==> config.mk <==
export PLATFORM = sky130hd
export DESIGN_NAME = drop_oldest_sample_fifo_core
export DESIGN_NICKNAME = d
export VERILOG_FILES = /design/src/sv/dosf_pkg.sv /design/src/sv/dosf_ram.sv /design/src/sv/dosf_ctrl.sv /design/src/sv/dosf_out.sv /design/src/sv/drop_oldest_sample_fifo_core.sv
export SDC_FILE = /design/constraint.sdc
export NUM_CORES = 1
export LEC_CHECK = 0
export ABC_AREA = 1
export BUFFER_PORTS_ARGS = -buffer_cell sky130_fd_sc_hd__buf_2
export CAP_MARGIN = 25
export CORE_AREA = 2 2 237 239
export DETAILED_ROUTE_END_ITERATION = 16
export DIE_AREA = 0 0 239 241
export MAX_ROUTING_LAYER = met4
export PLACE_DENSITY = 0.85
export SLEW_MARGIN = 10
export SYNTH_ARGS = -nofsm -noshare
export SYNTH_HDL_FRONTEND = slang
export SYNTH_SLANG_ARGS = --single-unit
==> constraint.sdc <==
create_clock -name clk_i -period 6.2 [get_ports clk_i]
set_input_delay 0.31 -clock clk_i [delete_from_list [all_inputs] [get_ports clk_i]]
set_output_delay 0.31 -clock clk_i [all_outputs]
set_load 0.005 [all_outputs]
==> src/sv/dosf_pkg.sv <==
// Package for the drop-oldest sample FIFO: parameter defaults, opcodes, status codes
// and the result struct passed from the control block to the output stage.
// Depends on nothing.
package dosf_pkg;

  localparam int FIFO_DEPTH_DEF   = 16;
  localparam int SAMPLE_WIDTH_DEF = 32;
  localparam int TOTAL_W          = 32;

  typedef enum logic {
    OP_PUSH = 1'b0,
    OP_POP  = 1'b1
  } op_e;

  typedef enum logic [1:0] {
    ST_OK       = 2'd0,
    ST_OVERFLOW = 2'd1,
    ST_EMPTY    = 2'd2
  } status_e;

  // Result fields whose widths do not depend on parameters
  typedef struct packed {
    status_e              status;
    logic                 pop_ok;
    logic [TOTAL_W-1:0]   push_total;
    logic [TOTAL_W-1:0]   pop_total;
    logic [TOTAL_W-1:0]   overflow_total;
  } res_t;

endpackage

==> src/sv/dosf_ram.sv <==
// Generic single-write, single-read RAM with registered read data.
// Depends on nothing.
module dosf_ram #(
  parameter int WIDTH = 32,
  parameter int DEPTH = 16,
  localparam int AW   = (DEPTH > 1) ? $clog2(DEPTH) : 1
) (
  input  logic             clk_i,
  input  logic             we_i,
  input  logic [AW-1:0]    waddr_i,
  input  logic [WIDTH-1:0] wdata_i,
  input  logic             re_i,
  input  logic [AW-1:0]    raddr_i,
  output logic [WIDTH-1:0] rdata_o
);

  logic [WIDTH-1:0] mem_q [DEPTH];
  logic [WIDTH-1:0] rdata_q;

  always_ff @(posedge clk_i) begin
    if (we_i) begin
      mem_q[waddr_i] <= wdata_i;
    end
    if (re_i) begin
      rdata_q <= mem_q[raddr_i];
    end
  end

  assign rdata_o = rdata_q;

endmodule

==> src/sv/dosf_ctrl.sv <==
// Pointer, fill-level and counter update for the drop-oldest sample FIFO.
// Depends on dosf_pkg; drives the write and read ports of dosf_ram.
module dosf_ctrl #(
  parameter int FIFO_DEPTH = dosf_pkg::FIFO_DEPTH_DEF,
  localparam int PTR_W     = (FIFO_DEPTH > 1) ? $clog2(FIFO_DEPTH) : 1,
  localparam int CNT_W     = $clog2(FIFO_DEPTH + 1)
) (
  input  logic                clk_i,
  input  logic                rst_ni,
  input  logic                accept_i,
  input  dosf_pkg::op_e       op_i,
  output logic                ram_we_o,
  output logic [PTR_W-1:0]    ram_waddr_o,
  output logic                ram_re_o,
  output logic [PTR_W-1:0]    ram_raddr_o,
  output dosf_pkg::res_t      res_o,
  output logic [CNT_W-1:0]    fill_o,
  output logic [CNT_W-1:0]    peak_o
);

  localparam logic [PTR_W-1:0] LastSlot = PTR_W'(FIFO_DEPTH - 1);
  localparam logic [CNT_W-1:0] FullCnt  = CNT_W'(FIFO_DEPTH);

  logic [PTR_W-1:0] wr_q, wr_d, rd_q, rd_d;
  logic [CNT_W-1:0] cnt_q, cnt_d, peak_q, peak_d;
  logic [dosf_pkg::TOTAL_W-1:0] push_q, push_d, pop_q, pop_d, drop_q, drop_d;
  dosf_pkg::status_e status;
  logic pop_ok;

  function automatic logic [PTR_W-1:0] next_slot(input logic [PTR_W-1:0] slot);
    return (slot == LastSlot) ? '0 : slot + 1'b1;
  endfunction

  always_comb begin
    wr_d   = wr_q;
    rd_d   = rd_q;
    cnt_d  = cnt_q;
    peak_d = peak_q;
    push_d = push_q;
    pop_d  = pop_q;
    drop_d = drop_q;
    status = dosf_pkg::ST_OK;
    pop_ok = 1'b0;
    case (op_i)
      dosf_pkg::OP_PUSH: begin
        if (cnt_q == FullCnt) begin
          // drop the oldest entry; the level stays at full
          rd_d   = next_slot(rd_q);
          drop_d = drop_q + 1'b1;
          status = dosf_pkg::ST_OVERFLOW;
        end else begin
          cnt_d = cnt_q + 1'b1;
        end
        wr_d   = next_slot(wr_q);
        push_d = push_q + 1'b1;
        if (cnt_d > peak_q) begin
          peak_d = cnt_d;
        end
      end
      dosf_pkg::OP_POP: begin
        if (cnt_q == '0) begin
          status = dosf_pkg::ST_EMPTY;
        end else begin
          rd_d   = next_slot(rd_q);
          cnt_d  = cnt_q - 1'b1;
          pop_d  = pop_q + 1'b1;
          pop_ok = 1'b1;
        end
      end
      default: ;
    endcase
  end

  always_ff @(posedge clk_i or negedge rst_ni) begin
    if (!rst_ni) begin
      wr_q   <= '0;
      rd_q   <= '0;
      cnt_q  <= '0;
      peak_q <= '0;
      push_q <= '0;
      pop_q  <= '0;
      drop_q <= '0;
    end else if (accept_i) begin
      wr_q   <= wr_d;
      rd_q   <= rd_d;
      cnt_q  <= cnt_d;
      peak_q <= peak_d;
      push_q <= push_d;
      pop_q  <= pop_d;
      drop_q <= drop_d;
    end
  end

  assign ram_we_o    = accept_i && (op_i == dosf_pkg::OP_PUSH);
  assign ram_waddr_o = wr_q;
  // read the head on every request; only a successful pop uses the data
  assign ram_re_o    = accept_i;
  assign ram_raddr_o = rd_q;

  assign res_o.status         = status;
  assign res_o.pop_ok         = pop_ok;
  assign res_o.push_total     = push_d;
  assign res_o.pop_total      = pop_d;
  assign res_o.overflow_total = drop_d;
  assign fill_o               = cnt_d;
  assign peak_o               = peak_d;

endmodule

==> src/sv/dosf_out.sv <==
// Result register and output stream packing for the drop-oldest sample FIFO.
// Depends on dosf_pkg; takes the registered read data of dosf_ram.
module dosf_out #(
  parameter int FIFO_DEPTH   = dosf_pkg::FIFO_DEPTH_DEF,
  parameter int SAMPLE_WIDTH = dosf_pkg::SAMPLE_WIDTH_DEF,
  localparam int CNT_W       = $clog2(FIFO_DEPTH + 1),
  localparam int FIELDS_W    = SAMPLE_WIDTH + 2 * CNT_W + 3 * dosf_pkg::TOTAL_W,
  localparam int TDATA_W     = ((FIELDS_W + 7) / 8) * 8
) (
  input  logic                    clk_i,
  input  logic                    rst_ni,
  input  logic                    load_i,
  input  dosf_pkg::res_t          res_i,
  input  logic [CNT_W-1:0]        fill_i,
  input  logic [CNT_W-1:0]        peak_i,
  input  logic [SAMPLE_WIDTH-1:0] rdata_i,
  output logic                    in_ready_o,
  output logic                    m_axis_tvalid_o,
  input  logic                    m_axis_tready_i,
  output logic [TDATA_W-1:0]      m_axis_tdata_o,
  output logic [1:0]              m_axis_tuser_o
);

  logic                 valid_q, valid_d;
  dosf_pkg::res_t       res_q;
  logic [CNT_W-1:0]     fill_q, peak_q;
  logic [SAMPLE_WIDTH-1:0] sample;

  // take a new request when the slot is empty or is drained this cycle
  assign in_ready_o = !valid_q || m_axis_tready_i;

  always_comb begin
    valid_d = valid_q;
    if (load_i) begin
      valid_d = 1'b1;
    end else if (m_axis_tready_i) begin
      valid_d = 1'b0;
    end
  end

  always_ff @(posedge clk_i or negedge rst_ni) begin
    if (!rst_ni) begin
      valid_q <= 1'b0;
    end else begin
      valid_q <= valid_d;
    end
  end

  always_ff @(posedge clk_i) begin
    if (load_i) begin
      res_q  <= res_i;
      fill_q <= fill_i;
      peak_q <= peak_i;
    end
  end

  // RAM read data loads on the same edge and holds until the next request
  assign sample = res_q.pop_ok ? rdata_i : '0;

  assign m_axis_tvalid_o = valid_q;
  assign m_axis_tuser_o  = res_q.status;
  assign m_axis_tdata_o  = TDATA_W'({res_q.overflow_total, res_q.pop_total,
                                     res_q.push_total, peak_q, fill_q, sample});

endmodule

==> src/sv/drop_oldest_sample_fifo_core.sv <==
// Top level of the drop-oldest sample FIFO.
// Depends on dosf_pkg, dosf_ram, dosf_ctrl and dosf_out.

// Each request is a push or a pop and yields exactly one result, valid in the cycle after it
// is taken; one request is taken every clock cycle while results are drained. s_axis_tready_o
// is high whenever the result register is empty or is being read in the same cycle. The
// pointers and counters are registered and update beside one sample RAM with one write and
// one registered read port; the popped sample comes straight from that read register.
// A push into a full FIFO drops the oldest sample and reports overflow. The sample store
// needs no clearing after reset: only written entries are ever popped.
module drop_oldest_sample_fifo_core #(
  parameter int FIFO_DEPTH   = dosf_pkg::FIFO_DEPTH_DEF,
  parameter int SAMPLE_WIDTH = dosf_pkg::SAMPLE_WIDTH_DEF,
  localparam int PTR_W       = (FIFO_DEPTH > 1) ? $clog2(FIFO_DEPTH) : 1,
  localparam int CNT_W       = $clog2(FIFO_DEPTH + 1),
  localparam int IN_TDATA_W  = ((SAMPLE_WIDTH + 7) / 8) * 8,
  localparam int OUT_FIELDS_W = SAMPLE_WIDTH + 2 * CNT_W + 3 * dosf_pkg::TOTAL_W,
  localparam int OUT_TDATA_W = ((OUT_FIELDS_W + 7) / 8) * 8
) (
  input  logic                   clk_i,
  input  logic                   rst_ni,
  input  logic                   s_axis_tvalid_i,
  output logic                   s_axis_tready_o,
  input  logic [IN_TDATA_W-1:0]  s_axis_tdata_i,  // sample_in
  input  logic                   s_axis_tuser_i,  // op
  output logic                   m_axis_tvalid_o,
  input  logic                   m_axis_tready_i,
  // sample_out, fill_level, peak_level, push_total, pop_total, overflow_total
  output logic [OUT_TDATA_W-1:0] m_axis_tdata_o,
  output logic [1:0]             m_axis_tuser_o   // status
);

  logic                    accept;
  logic                    ram_we, ram_re;
  logic [PTR_W-1:0]        ram_waddr, ram_raddr;
  logic [SAMPLE_WIDTH-1:0] ram_rdata;
  dosf_pkg::res_t          res;
  logic [CNT_W-1:0]        fill, peak;

  assign accept = s_axis_tvalid_i && s_axis_tready_o;

  dosf_ctrl #(
    .FIFO_DEPTH (FIFO_DEPTH)
  ) u_ctrl (
    .clk_i       (clk_i),
    .rst_ni      (rst_ni),
    .accept_i    (accept),
    .op_i        (dosf_pkg::op_e'(s_axis_tuser_i)),
    .ram_we_o    (ram_we),
    .ram_waddr_o (ram_waddr),
    .ram_re_o    (ram_re),
    .ram_raddr_o (ram_raddr),
    .res_o       (res),
    .fill_o      (fill),
    .peak_o      (peak)
  );

  dosf_ram #(
    .WIDTH (SAMPLE_WIDTH),
    .DEPTH (FIFO_DEPTH)
  ) u_ram (
    .clk_i   (clk_i),
    .we_i    (ram_we),
    .waddr_i (ram_waddr),
    .wdata_i (s_axis_tdata_i[SAMPLE_WIDTH-1:0]),
    .re_i    (ram_re),
    .raddr_i (ram_raddr),
    .rdata_o (ram_rdata)
  );

  dosf_out #(
    .FIFO_DEPTH   (FIFO_DEPTH),
    .SAMPLE_WIDTH (SAMPLE_WIDTH)
  ) u_out (
    .clk_i           (clk_i),
    .rst_ni          (rst_ni),
    .load_i          (accept),
    .res_i           (res),
    .fill_i          (fill),
    .peak_i          (peak),
    .rdata_i         (ram_rdata),
    .in_ready_o      (s_axis_tready_o),
    .m_axis_tvalid_o (m_axis_tvalid_o),
    .m_axis_tready_i (m_axis_tready_i),
    .m_axis_tdata_o  (m_axis_tdata_o),
    .m_axis_tuser_o  (m_axis_tuser_o)
  );

endmodule

======== Yosys cells after proc, flatten, opt, wreduce, memory -nomap -nowiden ========
Memory sizes are Yosys's and may differ from the RTL's. A register that Yosys moved wholly into a read port is not among the register bits.
Cells that the tools add are included.
cells by class
  add/subtract/negate cells ............... 7
  bitwise operators ....................... 1
  equality and inequality tests ........... 5
  reduce and logical (&&, ||, !) cells .... 8
  mux-type cells .......................... 25
  magnitude comparators ................... 1
operators by type and width
  kind                                                                count
  32-bit 2-to-1 mux                                                   6
  32-bit by 1-bit adder with 32-bit output, second input constant     3
  5-bit 2-to-1 mux                                                    5
  4-bit 2-to-1 mux                                                    4
  5-bit case mux with 2 select lines                                  1
  4-bit by 1-bit adder with 4-bit output, second input constant       2
  4-bit == test, second input constant                                2
  4-bit case mux with 2 select lines                                  1
  1-bit 2-to-1 mux                                                    6
  5-bit by 1-bit adder with 5-bit output, second input constant       1
  5-bit == test, second input constant                                1
  5-bit > comparator                                                  1
  5-bit zero test                                                     1
  5-bit by 1-bit subtractor with 5-bit output, second input constant  1
  2-bit case mux with 2 select lines                                  1
  3-bit AND reduction                                                 1
  1-bit logical AND                                                   2
  2-bit 2-to-1 mux                                                    1
  2-bit by 1-bit != test with 1-bit output, second input constant     1
  2-bit != test, second input constant                                1
  2-bit AND reduction                                                 1
  2-bit nonzero test                                                  1
  1-bit zero test                                                     1
  1-bit logical OR                                                    1
  1-bit NOT                                                           1
word-level totals
  RAM bits ................................ 512
  output and inout bits ................... 148
  memories ................................ 1
  logic and storage cells ................. 63
  flip-flop bits (word level) ............. 224
memories
  memory       words  bits a word  rd ports  clocked after memory_dff  write ports  RTL line        source
  u_ram.mem_q  16     32           1         1                         1            dosf_ram.sv:17  logic [WIDTH-1:0] mem_q [DEPTH];

======== Depth between registers and ports, before layout ========
Gate-level depths: netlist of the first run.
  depth in word-level cells ............... 6
  depth in mapped cells ................... 15

======== By module ========
A second synthesis of the first run with hierarchy kept.
unflattened totals
  cell total of the unflattened synthesis .. 3606
  area, all modules ....................... 35332.6 um^2
modules (own cells, without submodules)
  module                        area an instance (um^2)  times used  cells an instance
  dosf_ram                      23050.9                  1           2120
  dosf_ctrl                     7902.6                   1           1198
  dosf_out                      4371.7                   1           286
  drop_oldest_sample_fifo_core  7.5                      1           2

======== Least setup slack after synthesis of the first run ========
No wires, ideal clock.
  path type ............................... register to register
  from .................................... register u_out.valid_q, in the netlist u_out.m_axis_tvalid_o
  to ...................................... register u_out.fill_q[0] (enable)
  clock period less this slack ............ 5.444 ns
  arrival time ............................ 4.884 ns
  data required time ...................... 5.640 ns
  cell stages (with the launch flop) ...... 6
  setup slack ............................. 0.756 ns
  path through ............................ dfrtp_1 nand2_1 nand2_1 inv_1 buf_2 buf_1
between the ends
  longest elaborated chain between the ends .. 3
RTL lines
  item                       RTL line                            source
  from (decl)                dosf_out.sv:24                      logic valid_q, valid_d;
  from (signal assigned)     dosf_out.sv:45                      valid_q <= valid_d;
  1-bit zero test            dosf_out.sv:30                      assign in_ready_o = !valid_q || m_axis_tready_i;
  1-bit logical OR           dosf_out.sv:30
  named net s_axis_tready_o  drop_oldest_sample_fifo_core.sv:23  output logic s_axis_tready_o,
  1-bit logical AND          drop_oldest_sample_fifo_core.sv:40  assign accept = s_axis_tvalid_i && s_axis_tready_o;
  named net accept           drop_oldest_sample_fifo_core.sv:33  logic accept;
  to (signal assigned)       dosf_out.sv:52                      fill_q <= fill_i;
  to (decl)                  dosf_out.sv:26                      logic [CNT_W-1:0] fill_q, peak_q;
The timed path passes the listed nets, and every way through them passes these cells.
A chain may end at the register's enable or synchronous reset.

==> results of run 1 <==
==> cells by family (layout without fill, tap and decap cells) <==
group | Yosys count | after routing | synth area share, %
XOR/XNOR | 53 | 53 | 1.40
flip-flops | 768 | 768 | 67.8
other | 1 | 8 | 0.0113
buffers and inverters | 485 | 600 | 6.83
AO/OA/AOI/OAI | 448 | 448 | 7.95
adder cells (fa/ha/maj) | 16 | 16 | 0.603
AND/OR/NAND/NOR | 1239 | 1239 | 15.4
==> metrics by stage <==
stage	cell area (um2)	power, uW	setup slack, ps
3_5_place_dp	34200	10400	2860
5_1_grt	36800	15700	2600
2_1_floorplan	33200	9170	756
4_1_cts	36700	14900	2820
3_3_place_gp	33900	10200	2950
6_report	36800	15000	2690
==> final cells by class <==
cell class	count	share of cell area (%)
sequential	768	61.1
clock buffer	98	5.53
tap	704	2.39
timing repair buffer	213	3.97
clock inverter	41	1.16
inverter	248	2.56
multi-input combinational	1762	23.3
antenna	2	0.0136
==> critical path, cell delays in order, from the launching register on <==
cell and delay (ps):
dfrtp_4 1070, nand2_1 420, inv_1 630, buf_4 400
nand2_1 90, o2111ai_1 460, nand2_1 100
==> state kept, by name, summed over array words and instances (netlist names), 5 cells and up <==
signal                count
u_ctrl.pop_q             32
u_ctrl.drop_q            32
u_ctrl.cnt_q              5
u_out.fill_q              5
u_ctrl.peak_q             5
u_ctrl.push_q            32
u_out.m_axis_tdata_o     96
u_ram.mem_q             512
u_ram.rdata_o            32
u_out.peak_q              5
==> layout by cell type (no fill, tap or decap), types with 6 or more instances in the layout <==
master and instances:
nand3b_1 7, nand3_1 139, o211ai_1 89, and2_1 26
xnor2_1 12, nor2_1 322, o2111ai_1 31, nand2_1 671
dfrtp_1 113, clkinv_2 12, conb_1 6, buf_4 15
clkbuf_16 78, clkbuf_1 19, buf_12 13, clkinvlp_4 8
o22ai_1 31, o21ai_0 242, a21oi_1 47, nor3_1 13
xor2_1 41, buf_2 177, buf_16 7, nor2_4 24
nand4_1 26, clkinv_1 10, ha_1 16, inv_1 243
edfxtp_1 653
==> metal layers <==
metal / GRT usage (%) / vias to the layer above / wire [um]
li1: - / 10300 / -
met4: 9.79 / 0 / 2270
met3: 5.25 / 197 / 8600
met2: 45.1 / 1441 / 38700
met5: - / - / 0
met1: 37.5 / 11100 / 30300
==> how the worst max path moves through the flow <==
stage	cells after the start	end	startpoint
floorplan	5	u_out.fill_q[0]	u_out.m_axis_tvalid_o
CTS	6	u_ram.rdata_o[22]	u_ctrl.ram_raddr_o[1]
global route	6	u_ram.rdata_o[22]	u_ctrl.ram_raddr_o[1]
global placement	6	u_ram.rdata_o[22]	u_ctrl.ram_raddr_o[1]
detailed placement	6	u_ram.rdata_o[22]	u_ctrl.ram_raddr_o[1]
finish	6	u_ram.rdata_o[22]	u_ctrl.ram_raddr_o[1]
==> repair_timing <==
| action | 4_1_cts | 5_1_grt |
|---|---|---|
| endpoints found under the hold margin | 58 | 0 |
| hold buffers | 1 | 0 |
| buffers inserted | 0 | 0 |
==> report_power, final <==
group	switching (uW)	leakage, uW	total (uW)	internal (uW)
Clock	1970	0.00117	4530	2560
Sequential	462	0.00753	6670	6210
Combinational	2670	0.00554	3840	1170
Total	5100	0.0142	15000	9940
==> results_dict.tcl, run 1 <==
set metrics [dict create \
    r2r_slack_ps 2690 \
    syn2layout_area_growth_pct 11.0 \
    first_pass_iters 6 \
    synth_area_leaders "edfxtp_1 (59%), dfrtp_1 (8.7%), nand2_1 (7.6%), nor2_1 (3.8%), o21ai_0 (3.7%)" \
    final_antenna_net_count 0 \
    yosysTopAreaCellShare_pct 59.1 \
    crit_required_ps 6550 \
    clock-root-buffer "clkbuf_16" \
    cap_viol_max_count 0 \
    ys_dominant_reg_cell "edfxtp_1" \
    reg2regPathDepth 6 \
    fin_setup_tns_ps 0 \
    async_flop_share_pct 15.0 \
    gp_congestion 0.939 \
    worst-path-max-fanout 97 \
    setup_viol 0 \
    cp-end-kind "flip-flop" \
    synth_edf_count 653 \
    multiInputGateArea_um2 8570 \
    worst_slew_pin_slew_ps 1090 \
    start_util_pct 60.5 \
    fp.dieH_um 241 \
    pwr_density_cell_nw_per_um2 408 \
    fp.dieW_um 239 \
    clkLatencyLatePin_ps 640 \
    syn_area_um2 33200 \
    worst-setup-path-type "reg -> reg" \
    regArea_um2 22500 \
    final.period_utilization_pct 56.6 \
    whs_ps 38.4 \
    antenna_found_initial 1 \
    routed_wl_um 80000 \
    post-place-cells 3687 \
    cts.path.max_buffers 3 \
    min_path_cells 4 \
    wl_per_cell_um 20.8 \
    avgSynthCellArea_um2 11.0 \
    fp-row-count 86 \
    die-area_um2 57600 \
    grt_pass1_wl_um 122000 \
    hold_path_end "u_out.m_axis_tvalid_o" \
    ys_warn_count 0 \
    cts-buffers-inserted 76 \
    holdCritStartpoint "m_axis_tready_i" \
    core_um2 54900 \
    ys_seq_elements 768 \
    yosysUniqueCellTypes 38 \
    r2r-start "u_ctrl.ram_raddr_o[1]" \
    drv_slew 0 \
    post_cts_resized 0 \
    drc 0 \
    peakVddDrop_mv 0.327 \
    critical_path_arrival_ps 3860 \
    first_iter_violations 3203 \
    fin_skew_ps 30.9 \
    grt_start_max_net_pins 164 \
    pin_count 185 \
    cts_tree "built" \
    hold_class "in -> reg" \
    synth_commonest_cells "nand2_1 (672), edfxtp_1 (653), nor2_1 (338)" \
    fmax_mhz 285 \
    routed-via-count 23000 \
    synth_most_common_cell "nand2_1" \
    io_buffers 178 \
    final_cells 3836 \
    overflow 0 \
    syn_inst 3010 \
    status "finished, final reports clean" \
    leakagePower_uw 0.0142 \
    cp-start-kind "flip-flop" \
    fillers 3666 \
    place_hpwl_um 48300 \
    cts_max_level 3 \
    hold_violations 0 \
    cts.clk_slew.worst_paths_ps 60 \
    drive_gt1_share_pct 11.6 \
    track_usage_pct 28.5 \
    clock-sinks 768 \
    slew_headroom_pct 27.4 \
    grt_pass1_vias 22300 \
    finalNetCount 3122 \
    via_per_inst 6.00 \
    fin_util_pct 67.1 \
    rsz0062_at_grt "false" \
    synth_area_leader_cell "edfxtp_1" \
    synth_seq_area_share_pct 67.8 \
    r2r_end "u_ram.rdata_o[22]" \
    period_needed_ps 3510 \
]
Power figures use the tool's default switching activity.
==> inputs of run 2 (changes only) <==
CORE_AREA = 2 2 249 251   (was 2 2 237 239)
DIE_AREA = 0 0 251 253   (was 0 0 239 241)
PLACE_DENSITY = 0.81   (was 0.85)
clock period = 3.1 ns   (was 6.2 ns; I/O delays follow)
==> run 2 against run 1 <==
Against the previous run: critical path depth rose by 5; sequential share of layout area is 1.1 points lower; non-clock buffer count rose by 60; critical endpoint is now u_out.peak_q[4].
==> results_dict.tcl, run 2 (synthesis results as in run 1) <==
set metrics [dict create \
    largest-register "u_ram.mem_q" \
    drc 0 \
    drv_slew 0 \
    cap_viol_max_count 0 \
    worst-setup-path-type "reg -> reg" \
    cp-start-kind "flip-flop" \
    crit_family "simple AND/OR/NAND/NOR gates" \
    final_cell_mix "nand2_1 (671), edfxtp_1 (653), nor2_1 (322)" \
    die-area_um2 63500 \
    crit_required_ps 3490 \
    pwr_density_cell_nw_per_um2 809 \
    drive_gt1_share_pct 12.5 \
    post_cts_buffers 0 \
    peakVddDrop_mv 0.556 \
    via_per_inst 5.57 \
    fin_skew_ps 24.7 \
    clock-sinks 768 \
    wl_met2_um 36800 \
    reg2regPathDepth 11 \
    antenna_found_initial 3 \
    first_iter_violations 2326 \
    top_layer "met4" \
    leakagePower_uw 0.0146 \
    setup_viol 0 \
    path_cells "inv_1, ha_1, nand3_1, nand2_1, inv_1, ha_1, nand2_1, nor2_1, a21oi_1, nand3_1, and2_1" \
    cts.clk_slew.worst_paths_ps 60 \
    routed_wl_um 75300 \
    clkLatencyLatePin_ps 640 \
    final_antenna_net_count 0 \
    status "finished, final reports clean" \
    cts-buffers-inserted 79 \
    hold_violations 0 \
    place_hpwl_um 44500 \
    power_uw 30400 \
    hold_class "in -> reg" \
    fp.dieH_um 253 \
    worst_slew_pin_slew_ps 1050 \
    overflow 0 \
    critical_path_arrival_ps 3110 \
    gp_congestion 0.911 \
    setup_ws_ps 383 \
    cp-end-kind "flip-flop" \
    worst_path_largest_cell_delay_ps 410 \
    fin_setup_tns_ps 0 \
    dr_wl_met3_um 6330 \
    cp.depth 11 \
    fin_util_pct 61.5 \
    cts_max_level 3 \
    fp-row-count 91 \
    io_buffers 178 \
    fp.dieW_um 251 \
    core_um2 61000 \
    syn2layout_area_growth_pct 13.1 \
    cts_tree "built" \
    largest_reg_flops 512 \
    min_path_cells 5 \
    final_common_cell "nand2_1" \
    track_usage_pct 24.3 \
    cts.path.max_buffers 3 \
    worst-path-max-fanout 6 \
    slew_headroom_pct 30.0 \
    cp_slowest_cell "dfrtp_1" \
    grt_pass1_vias 20900 \
    grt_start_max_net_pins 107 \
    first_pass_iters 6 \
    fmax_mhz 368 \
    final.period_utilization_pct 87.6 \
    period_needed_ps 2720 \
    rsz0062_at_grt "false" \
    start_util_pct 54.4 \
    wirelength_met1_um 29900 \
    pin_count 185 \
    clock-root-buffer "clkbuf_16" \
    cp_num_buf_inv 2 \
    grt_pass1_wl_um 116000 \
    routed-via-count 22200 \
    pre_cts_slack_ps 420 \
    wl_per_cell_um 18.9 \
    post_cts_resized 0 \
    finalNetCount 3185 \
]
[run 2: cell count changes in the layout (fill, tap and decap cells not counted), moves of 2 or more]
cell,previous run,this run
inv_16,0,3
buf_12,13,16
clkinvlp_4,8,6
buf_4,15,46
buf_16,7,0
dlygate4sd3_1,1,34
clkbuf_1,19,15
bufinv_16,5,7
clkinv_4,0,3
[run 2: cell type report]
type,instances,area (um2)
tap,790,988
clock buffer,96,2060
multi-input combinational,1762,8570
sequential,768,22500
fill,4538,23500
clock inverter,49,551
antenna,3,7.51
timing repair buffer,273,1890
inverter,248,943
[run 2: what timing repair did]
| action | in CTS | in global routing |
|---|---|---|
| hold buffers | 34 | 0 |
| endpoints found under the hold margin | 574 | 0 |
| setup endpoints to repair | 0 | 0 |
[run 2: power by group]
part	switching, uW	internal (uW)	total, uW
sequential	618	12400	13000
combinational	5310	2520	7820
clock	4080	5410	9490
[run 2: final timing paths]
check / endpoint / slack (ps) / start
max in group asynchronous: u_ctrl.pop_q[8] / 2080 / rst_ni
setup / recovery: u_out.peak_q[4] / 380 / u_ctrl.cnt_q[0]
hold / removal: u_ctrl.drop_q[7] / 90 / s_axis_tvalid_i
min in group asynchronous: u_ctrl.peak_q[4] / 160 / rst_ni
hold reg to reg: u_ctrl.peak_q[2] / 480 / u_ctrl.peak_q[2]
setup reg to reg: u_out.peak_q[4] / 380 / u_ctrl.cnt_q[0]
[run 2: stage by stage]
stage          area [um2]  hold WS (ps)  cells
3_3_place_gp        34500           319   3807
5_1_grt             37500           118   3989
2_1_floorplan       33200          -141   3015
3_5_place_dp        34500           318   3807
6_report            37500          94.0   3989
4_1_cts             37500          77.0   3986
[run 2: metal layers]
metal / global-route usage (%) / up-vias
met5: - / -
met4: 8.79 / 0
met3: 4.42 / 173
met2: 39.0 / 1051
met1: 31.1 / 10600
li1: - / 10400
[run 2: tightest hold or removal path, delay by kind of cell]
family / cells / cell delay (ps)
AND/OR/NAND/NOR: 3 / 260
buffers and inverters: 2 / 240
